**config.mk**
```make
export PLATFORM = sky130hd
export DESIGN_NAME = rgb_median_window_filter_core
export DESIGN_NICKNAME = d
export VERILOG_FILES = /design/src/rtl/rmwf_pkg.sv /design/src/rtl/rmwf_lane.sv /design/src/rtl/rmwf_merge.sv /design/src/rtl/rgb_median_window_filter_core.sv
export SDC_FILE = /design/constraint.sdc
export NUM_CORES = 1
export LEC_CHECK = 0
export ABC_CLOCK_PERIOD_IN_PS = 14300
export BUFFER_PORTS_ARGS = -buffer_cell sky130_fd_sc_hd__buf_4
export CELL_PAD_IN_SITES_DETAIL_PLACEMENT = 0
export CELL_PAD_IN_SITES_GLOBAL_PLACEMENT = 2
export CORE_UTILIZATION = 42
export CTS_BUF_LIST = sky130_fd_sc_hd__clkbuf_16
export DETAILED_ROUTE_END_ITERATION = 16
export PLACE_DENSITY = 0.85
export SKIP_CTS_REPAIR_TIMING = 1
export SLEW_MARGIN = 20
export SYNTH_ARGS = -nofsm -noshare
export SYNTH_HDL_FRONTEND = slang
export SYNTH_SLANG_ARGS = --single-unit
```
**constraint.sdc**
```tcl
create_clock -name clk_i -period 14.3 [get_ports clk_i]
set_input_delay 2.86 -clock clk_i [delete_from_list [all_inputs] [get_ports clk_i]]
set_output_delay 2.86 -clock clk_i [all_outputs]
set_load 0.02 [all_outputs]
```
**src/rtl/rmwf_pkg.sv**
```systemverilog
// package for the rgb median window filter
// pixel and column types, lane control struct and small compare helpers
// no dependencies
`timescale 1ns / 1ps

package rmwf_pkg;

  // window geometry, radius fixed at one
  localparam int Radius = 1;
  localparam int WinDim = 2 * Radius + 1;
  localparam int PixW   = 8;

  typedef logic [PixW-1:0] pix_t;

  // one window column sorted ascending
  typedef struct packed {
    pix_t lo;
    pix_t mi;
    pix_t hi;
  } col_t;

  // control from the top level to each lane
  typedef struct packed {
    logic accept;  // a column transfer happens this cycle
    logic en;      // pipeline stages may advance
  } lane_ctrl_t;

  function automatic pix_t min2(input pix_t a, input pix_t b);
    return (a < b) ? a : b;
  endfunction

  function automatic pix_t max2(input pix_t a, input pix_t b);
    return (a < b) ? b : a;
  endfunction

  function automatic pix_t min3(input pix_t a, input pix_t b, input pix_t c);
    return min2(min2(a, b), c);
  endfunction

  function automatic pix_t max3(input pix_t a, input pix_t b, input pix_t c);
    return max2(max2(a, b), c);
  endfunction

  // median of three values
  function automatic pix_t med3(input pix_t a, input pix_t b, input pix_t c);
    return max2(min2(a, b), min2(max2(a, b), c));
  endfunction

  // three-element sort
  function automatic col_t sort3(input pix_t a, input pix_t b, input pix_t c);
    col_t r;
    r.lo = min3(a, b, c);
    r.mi = med3(a, b, c);
    r.hi = max3(a, b, c);
    return r;
  endfunction

endpackage

```
**src/rtl/rmwf_lane.sv**
```systemverilog
// one color lane: sorted column window and two-level median network
// uses rmwf_pkg for pixel types and compare helpers
`timescale 1ns / 1ps

module rmwf_lane (
  input  logic                   clk_i,
  input  rmwf_pkg::lane_ctrl_t   ctrl_i,
  input  rmwf_pkg::pix_t         top_i,
  input  rmwf_pkg::pix_t         mid_i,
  input  rmwf_pkg::pix_t         low_i,
  output rmwf_pkg::pix_t         median_o
);
  import rmwf_pkg::*;

  // window of sorted columns, col2 newest
  col_t col0_q, col1_q, col2_q;
  col_t col_new;

  // second level: max of lows, median of mids, min of highs
  pix_t max_lo_q, med_mi_q, min_hi_q;
  pix_t max_lo_d, med_mi_d, min_hi_d;

  // sort the incoming column before it enters the window
  assign col_new = sort3(top_i, mid_i, low_i);

  // slide the window on every column transfer
  always_ff @(posedge clk_i) begin
    if (ctrl_i.accept) begin
      col0_q <= col1_q;
      col1_q <= col2_q;
      col2_q <= col_new;
    end
  end

  // combine the three sorted columns
  always_comb begin
    max_lo_d = max3(col0_q.lo, col1_q.lo, col2_q.lo);
    med_mi_d = med3(col0_q.mi, col1_q.mi, col2_q.mi);
    min_hi_d = min3(col0_q.hi, col1_q.hi, col2_q.hi);
  end

  always_ff @(posedge clk_i) begin
    if (ctrl_i.en) begin
      max_lo_q <= max_lo_d;
      med_mi_q <= med_mi_d;
      min_hi_q <= min_hi_d;
    end
  end

  // final median of the three candidates
  assign median_o = med3(max_lo_q, med_mi_q, min_hi_q);

endmodule

```
**src/rtl/rmwf_merge.sv**
```systemverilog
// merging stage: gathers the lane medians into the output register and skid stage
// uses rmwf_pkg for pixel types
`timescale 1ns / 1ps

module rmwf_merge (
  input  logic            clk_i,
  input  logic            rst_ni,
  input  logic            res_valid_i,
  input  rmwf_pkg::pix_t  red_i,
  input  rmwf_pkg::pix_t  green_i,
  input  rmwf_pkg::pix_t  blue_i,
  input  logic            out_stall_i,
  output logic            out_valid_o,
  output rmwf_pkg::pix_t  median_red_o,
  output rmwf_pkg::pix_t  median_green_o,
  output rmwf_pkg::pix_t  median_blue_o,
  output logic            skid_full_o
);
  import rmwf_pkg::*;

  typedef struct packed {
    pix_t r;
    pix_t g;
    pix_t b;
  } rgb_t;

  logic out_valid_q, out_valid_d;
  logic skid_valid_q, skid_valid_d;
  rgb_t out_q, out_d, skid_q, skid_d, res;
  logic out_take;

  assign res      = '{r: red_i, g: green_i, b: blue_i};
  assign out_take = out_valid_q && !out_stall_i;

  // output register with one skid entry behind it
  always_comb begin
    out_valid_d  = out_valid_q;
    skid_valid_d = skid_valid_q;
    out_d        = out_q;
    skid_d       = skid_q;
    if (skid_valid_q) begin
      if (out_take) begin
        out_d        = skid_q;
        out_valid_d  = 1'b1;
        skid_valid_d = 1'b0;
      end
    end else if (!out_valid_q || out_take) begin
      out_valid_d = res_valid_i;
      out_d       = res;
    end else if (res_valid_i) begin
      skid_valid_d = 1'b1;
      skid_d       = res;
    end
  end

  always_ff @(posedge clk_i or negedge rst_ni) begin
    if (!rst_ni) begin
      out_valid_q  <= 1'b0;
      skid_valid_q <= 1'b0;
    end else begin
      out_valid_q  <= out_valid_d;
      skid_valid_q <= skid_valid_d;
    end
  end

  always_ff @(posedge clk_i) begin
    out_q  <= out_d;
    skid_q <= skid_d;
  end

  assign out_valid_o    = out_valid_q;
  assign median_red_o   = out_q.r;
  assign median_green_o = out_q.g;
  assign median_blue_o  = out_q.b;
  assign skid_full_o    = skid_valid_q;

endmodule

```
**src/rtl/rgb_median_window_filter_core.sv**
```systemverilog
// channel   | handshake               | payload
// input     | in_valid_i / in_stall_o | row_start_i, {top,mid,low}_{red,green,blue}_i
// output    | out_valid_o/ out_stall_i| median_red_o, median_green_o, median_blue_o
//
// one column transfer per cycle while in_stall_o is low; a column is sorted into the window, then its
// result is registered at the column combine and lands, as the final median, in the output register.
// each of the three lanes, one per color, is a two-level compare network per item.
// reset clears the column count, pipeline valid bits, output and skid flags;
// window contents stay undefined until the row fills.
// in_stall_o rises only when the skid entry is occupied, then the pipeline holds.
// depends on rmwf_pkg, rmwf_lane and rmwf_merge
`timescale 1ns / 1ps

module rgb_median_window_filter_core (
  input  logic            clk_i,
  input  logic            rst_ni,
  input  logic            in_valid_i,
  output logic            in_stall_o,
  input  logic            row_start_i,
  input  rmwf_pkg::pix_t  top_red_i,
  input  rmwf_pkg::pix_t  mid_red_i,
  input  rmwf_pkg::pix_t  low_red_i,
  input  rmwf_pkg::pix_t  top_green_i,
  input  rmwf_pkg::pix_t  mid_green_i,
  input  rmwf_pkg::pix_t  low_green_i,
  input  rmwf_pkg::pix_t  top_blue_i,
  input  rmwf_pkg::pix_t  mid_blue_i,
  input  rmwf_pkg::pix_t  low_blue_i,
  output logic            out_valid_o,
  input  logic            out_stall_i,
  output rmwf_pkg::pix_t  median_red_o,
  output rmwf_pkg::pix_t  median_green_o,
  output rmwf_pkg::pix_t  median_blue_o
);
  import rmwf_pkg::*;

  localparam logic [1:0] ColsFull = 2'(WinDim);

  logic       skid_full;
  logic       accept;
  lane_ctrl_t ctrl;
  logic [1:0] cols_q, cols_d, cols_base;
  logic       va_q, vb_q;
  pix_t       med_r, med_g, med_b;

  assign in_stall_o  = skid_full;
  assign accept      = in_valid_i && !in_stall_o;
  assign ctrl.accept = accept;
  assign ctrl.en     = !skid_full;

  // columns since row start, saturating at a full window
  always_comb begin
    cols_base = row_start_i ? 2'd0 : cols_q;
    cols_d    = (cols_base < ColsFull) ? cols_base + 2'd1 : cols_base;
  end

  always_ff @(posedge clk_i or negedge rst_ni) begin
    if (!rst_ni) begin
      cols_q <= 2'd0;
    end else if (accept) begin
      cols_q <= cols_d;
    end
  end

  // valid bits following the lane stages
  always_ff @(posedge clk_i or negedge rst_ni) begin
    if (!rst_ni) begin
      va_q <= 1'b0;
      vb_q <= 1'b0;
    end else if (ctrl.en) begin
      va_q <= accept && (cols_d == ColsFull);
      vb_q <= va_q;
    end
  end

  // one lane per color
  rmwf_lane u_lane_red (
    .clk_i    (clk_i),
    .ctrl_i   (ctrl),
    .top_i    (top_red_i),
    .mid_i    (mid_red_i),
    .low_i    (low_red_i),
    .median_o (med_r)
  );

  rmwf_lane u_lane_green (
    .clk_i    (clk_i),
    .ctrl_i   (ctrl),
    .top_i    (top_green_i),
    .mid_i    (mid_green_i),
    .low_i    (low_green_i),
    .median_o (med_g)
  );

  rmwf_lane u_lane_blue (
    .clk_i    (clk_i),
    .ctrl_i   (ctrl),
    .top_i    (top_blue_i),
    .mid_i    (mid_blue_i),
    .low_i    (low_blue_i),
    .median_o (med_b)
  );

  // merge lane results into the output register
  rmwf_merge u_merge (
    .clk_i          (clk_i),
    .rst_ni         (rst_ni),
    .res_valid_i    (vb_q && ctrl.en),
    .red_i          (med_r),
    .green_i        (med_g),
    .blue_i         (med_b),
    .out_stall_i    (out_stall_i),
    .out_valid_o    (out_valid_o),
    .median_red_o   (median_red_o),
    .median_green_o (median_green_o),
    .median_blue_o  (median_blue_o),
    .skid_full_o    (skid_full)
  );

endmodule

```
=== Word-level counts from Yosys, hierarchy flattened ===
Cells that the tools add are included.

* Bits in read-only memories: 0
* Memories: 0
* Bits in writable memories: 0
* Latch bits: 0
* Word-level logic and storage cells: 172
* Output and inout bits: 26
* Register bits after elaboration: 342
* Input port bits: 77

* Div/mod/pow operators: 0
* Multipliers: 0
* Reduce and logical (&&, ||, !) cells: 11
* Bitwise logic cells: 2
* Multiplexer cells: 66
* Equality and inequality tests: 2
* Add/sub/neg operators: 1
* Order comparisons: 43
* Shift operators: 0

{| class="wikitable"
|+ Operators with widths
! kind !! number
|-
| $mux W8 || 54
|-
| $lt A8 B8 Y1 || 42
|-
| $mux W24 || 3
|-
| $mux W1 || 7
|-
| $logic_and A1 B1 Y1 || 4
|-
| $mux W2 || 2
|-
| $logic_not A1 Y1 || 3
|-
| $reduce_and A3 Y1 || 1
|-
| $add A2 B1 Y2 const B || 1
|-
| $eq A2 B2 Y1 const B || 1
|-
| $lt A2 B2 Y1 const B || 1
|-
| $ne A2 B2 Y1 const B || 1
|-
| $not A1 Y1 || 2
|-
| $reduce_and A2 Y1 || 1
|-
| $reduce_bool A2 Y1 || 1
|-
| $logic_or A1 B1 Y1 || 1
|}

=== Longest topological paths before layout ===
* Word-level depth: 8
* Gate-level depth with buffers: 27
* Gate-level depth less buffers: 24

=== Hierarchy ===
From an unflattened synthesis, not the netlist that was laid out.

* Cell total of the unflattened synthesis: 2025
* Area total of the unflattened synthesis: 23332.4 um2

{| class="wikitable"
|+ By module, submodules not included
! module !! cells each !! area each (um2) !! times used
|-
| rmwf_lane at u_lane_blue ... || 630 || 7074.3 || 2
|-
| rmwf_lane at u_lane_red || 665 || 7143.1 || 1
|-
| rmwf_merge || 86 || 1856.8 || 1
|-
| rgb_median_window_filter_core || 14 || 183.9 || 1
|}

=== Worst setup path before layout ===
OpenSTA, ideal clock, no wires.

* Kind: input to register
* Start: input port in_valid_i
* End: register cols_q[1]
* Required time: 14.150 ns
* Buffers on the path: 0
* Data arrival time: 13.109 ns
* Path slack: 1.041 ns
* Stages: 3
* Cell sequence: nor2b_1 a21oi_1 a21oi_1

* Cells in the longest elaborated chain, start to end: 1

{| class="wikitable"
|+ RTL lines
! what !! line !! RTL
|-
| start, declared || rgb_median_window_filter_core.sv:17 || <nowiki>input logic in_valid_i,</nowiki>
|-
| $logic_and A1 B1 Y1 || rgb_median_window_filter_core.sv:47 || <nowiki>assign accept = in_valid_i && !in_stall_o;</nowiki>
|-
| end signal, assigned || rgb_median_window_filter_core.sv:61 || <nowiki>cols_q <= cols_d;</nowiki>
|-
| end, declared || rgb_median_window_filter_core.sv:42 || <nowiki>logic [1:0] cols_q, cols_d, cols_base;</nowiki>
|}

No other way between the ends.
A chain may end at the register's enable or synchronous reset.

==> results.sh <==
export IMPL_outcome="finished, final reports clean"
export IMPL_cellPowerDensity_nw_per_um2=258.4
export IMPL_wl_um=56540
export IMPL_design_area_sq_um=26900
export IMPL_fp_dieArea_sq_um=58000
export IMPL_cts_max_path_buffers=3
export IMPL_rows=87
export IMPL_cts_tree="done"
export IMPL_hold_ws_ns=0.4469
export IMPL_relSlewSlack_pct=29.97
export IMPL_syn_area_per_cell_sq_um=10.39
export IMPL_fin_ws_ns=5.118
export IMPL_placed_area_sq_um=25630
export IMPL_port_buffers=102
export IMPL_min_path_type="register to register"
export IMPL_preCtsSetupSlack_ns=4.626
export IMPL_insertion_delay_ns=0.56
export IMPL_cts_root_buf="clkbuf_16"
export IMPL_antenna_found_initial=1
export IMPL_synth_xor_area_share_pct=0
export IMPL_final_hold_viol_count=0
export IMPL_drv_slew=0
export IMPL_h_tree_depth=2
export IMPL_yosysWarnings=0
export IMPL_ys_seq_area_share_pct=42.74
export IMPL_ant_nets=0
export IMPL_synth_top_area_share_pct=42.12
export IMPL_netlist_area_sq_um=23960
export IMPL_skew_ns=0.01942
export IMPL_startpoint_type="input port"
export IMPL_hpwl_um=43850
export IMPL_final_nets=2790
export IMPL_wire_per_inst_um=17.65
export IMPL_cp_arrival_ns=9.58
export IMPL_crit_type="input port to register"
export IMPL_cp_max_fo=15
export IMPL_cts_buffers=41
export IMPL_synth_top_family_by_area="compound AO/OA/AOI/OAI gates"
export IMPL_muxShareOfSynthArea_pct=9.782
export IMPL_max_slew_worst_pin_slew_ns=1.050
export IMPL_vias=17460
export IMPL_routabilityCongestion=0.8639
export IMPL_syn_inst=2306
export IMPL_ys_top_cells_by_area="edfxtp_1, ha_1, mux2_2"
export IMPL_drv_cap=0
export IMPL_synth_compound_area_share_pct=17.31
export IMPL_cts_sinks=342
export IMPL_async_reset_ff_share_pct=1.754
export IMPL_p_leak_nw=11.66
export IMPL_final_layout_size_suffix_gt1_share_pct=14.80
export IMPL_synthAdderAreaFrac_pct=15.35
export IMPL_die_h_um=240.8
export IMPL_area_growth_pct=12.29
export IMPL_dp_cells=3132
export IMPL_ys_types=79
export IMPL_finalSetupTns_ns=0
export IMPL_drtPass1Iterations=5
export IMPL_r2r_slack_ns=7.50
export IMPL_clk_pin_slew_worst_paths_ns=0.05
export IMPL_synthSimpleGateAreaFrac_pct=9.803
export IMPL_dieWidth_um=240.8
export IMPL_synth_edff_count=336
export IMPL_grt_start_max_net_pins=151
export IMPL_track_usage_pct=19.50
export IMPL_initial_utilization_pct=42.49
export IMPL_synth_commonest_cells="edfxtp_1, ha_1, inv_1"
export IMPL_fmax_mhz=108.9
export IMPL_endpoint_kind="register"
export IMPL_period_share_pct=64.21
export IMPL_core_area_sq_um=56390
export IMPL_grt_pass1_wl_um=89670
export IMPL_vias_per_cell=5.451
export IMPL_crit_required_ns=14.70
export IMPL_synth_top_area_cell="edfxtp_1"
export IMPL_io_pins=103
export IMPL_drt_iter0_drc=1075
export IMPL_drc=0
export IMPL_yosysMostFrequentCell="edfxtp_1"
export IMPL_setup_violations_final=0
export IMPL_rsz0062_at_grt="no"
export IMPL_fin_crit_ns=9.182
export IMPL_peakVddDrop_uv=182.4
export IMPL_yosys_register_bits=342
export IMPL_synth_ff_type="edfxtp_1"
export IMPL_final_cells=3203
export IMPL_filler_cell_count=5332
export IMPL_overflow=0
export IMPL_grt_pass1_vias=16830
export IMPL_synth_nets=2677
## layout by cell type, fill, tap and decap left out, types with 6 or more instances in the layout
master and count:
edfxtp_1 336, ha_1 294, inv_1 270, o21ai_0 185
nand2_1 174, a21oi_1 157, mux2_2 135, buf_4 122
nor2_1 110, mux2i_1 68, a21o_1 62, nor3_1 41
clkbuf_16 41, nand3_1 33, a211oi_1 32, o31ai_1 31
o21ai_1 27, o211ai_1 25, nand2b_1 24, nand4_1 23
o21a_1 21, or2_2 20, nor2b_1 17, and3_1 13
a31oi_1 11, mux2_1 10, a2111oi_0 7, a211o_1 7
and2_1 6, nor3b_1 6, o211a_1 6, a21oi_2 6
a2111o_1 6, o41ai_1 6, o41a_1 6, a22o_1 6
dfrtp_1 6
## final cells by class
| class | instances | area (sq um) | share of cell area, % |
|---|---|---|---|
| inverter | 261 | 980.9 | 3.646 |
| clock inverter | 29 | 232.7 | 0.8651 |
| multi-input combinational | 1650 | 12540 | 46.61 |
| tap | 756 | 945.9 | 3.516 |
| sequential | 342 | 10240 | 38.06 |
| antenna | 1 | 2.502 | 0.009302 |
| clock buffer | 41 | 1026 | 3.814 |
| timing repair buffer | 123 | 935.9 | 3.479 |
## logic make-up after synthesis
group,count (synthesis)
compound gates,646
simple gates,495
flops,342
buf+inv,314
fa+ha+maj,294
mux,215
## where the power goes
part	internal, mW	leakage, nW	switching [mW]	total [mW]
Combinational	1.64	7.58	2.51	4.15
Sequential	1.65	3.43	0.165	1.81
Clock	0.576	0.651	0.415	0.991
## through the flow
step / util [%] / power [mW]
after floorplan: - / 4.861
after global placement: 45.46 / 5.833
after detailed placement: 45.46 / 5.940
after CTS: 47.69 / 6.966
after global routing: 47.71 / 7.568
final: 47.71 / 6.952
## state kept, by name, summed over array words and instances (netlist names), 24 cells and up
name	flops
u_lane_blue.col0_q	24
u_lane_green.col1_q	24
u_lane_blue.col1_q	24
u_lane_green.col0_q	24
u_lane_green.col2_q	24
u_lane_blue.col2_q	24
u_lane_red.col2_q	24
u_lane_red.col1_q	24
u_lane_red.col0_q	24
u_merge.skid_q	24
## path summary, 6_finish.rpt
check / start / end / cells past startpoint
hold reg to reg: u_lane_red.col1_q[18]$_DFFE_PP_ / u_lane_red.col0_q[18]$_DFFE_PP_ / 0
hold / removal: u_lane_red.col1_q[18]$_DFFE_PP_ / u_lane_red.col0_q[18]$_DFFE_PP_ / 0
setup / recovery: top_red_i[2] / u_lane_red.col2_q[8]$_DFFE_PP_ / 22
setup reg to reg: u_lane_green.col1_q[10]$_DFFE_PP_ / u_lane_green.med_mi_q[0]$_DFFE_PN_ / 23
min in group asynchronous: rst_ni / u_merge.out_valid_o$_DFFE_PN0P_ / 1
max in group asynchronous: rst_ni / cols_q[0]$_DFFE_PN0P_ / 1
## critical path, cell delays in order
cell	delay (ns)
buf_4	0.12
ha_1	0.31
a21o_1	0.16
a31oi_1	0.27
o21ai_0	0.22
a21oi_2	0.57
mux2i_1	0.50
inv_1	0.12
ha_1	0.31
a211oi_1	0.41
o211ai_1	0.43
or2_2	0.48
a21oi_1	0.17
nor3_1	0.08
ha_1	0.29
a21o_1	0.16
a211o_1	0.31
a211oi_1	0.30
inv_1	0.09
o311ai_2	0.85
mux2_2	0.41
a21oi_1	0.14
## per-layer routing
layer	vias to the layer above	track usage [%]	wire (um)
li1	8813	-	-
met1	8304	27.70	28060
met2	280	31.28	25480
met3	63	2.573	1965
met4	0	5.044	1036
met5	-	0	0
(Power assumes the default switching activity.)
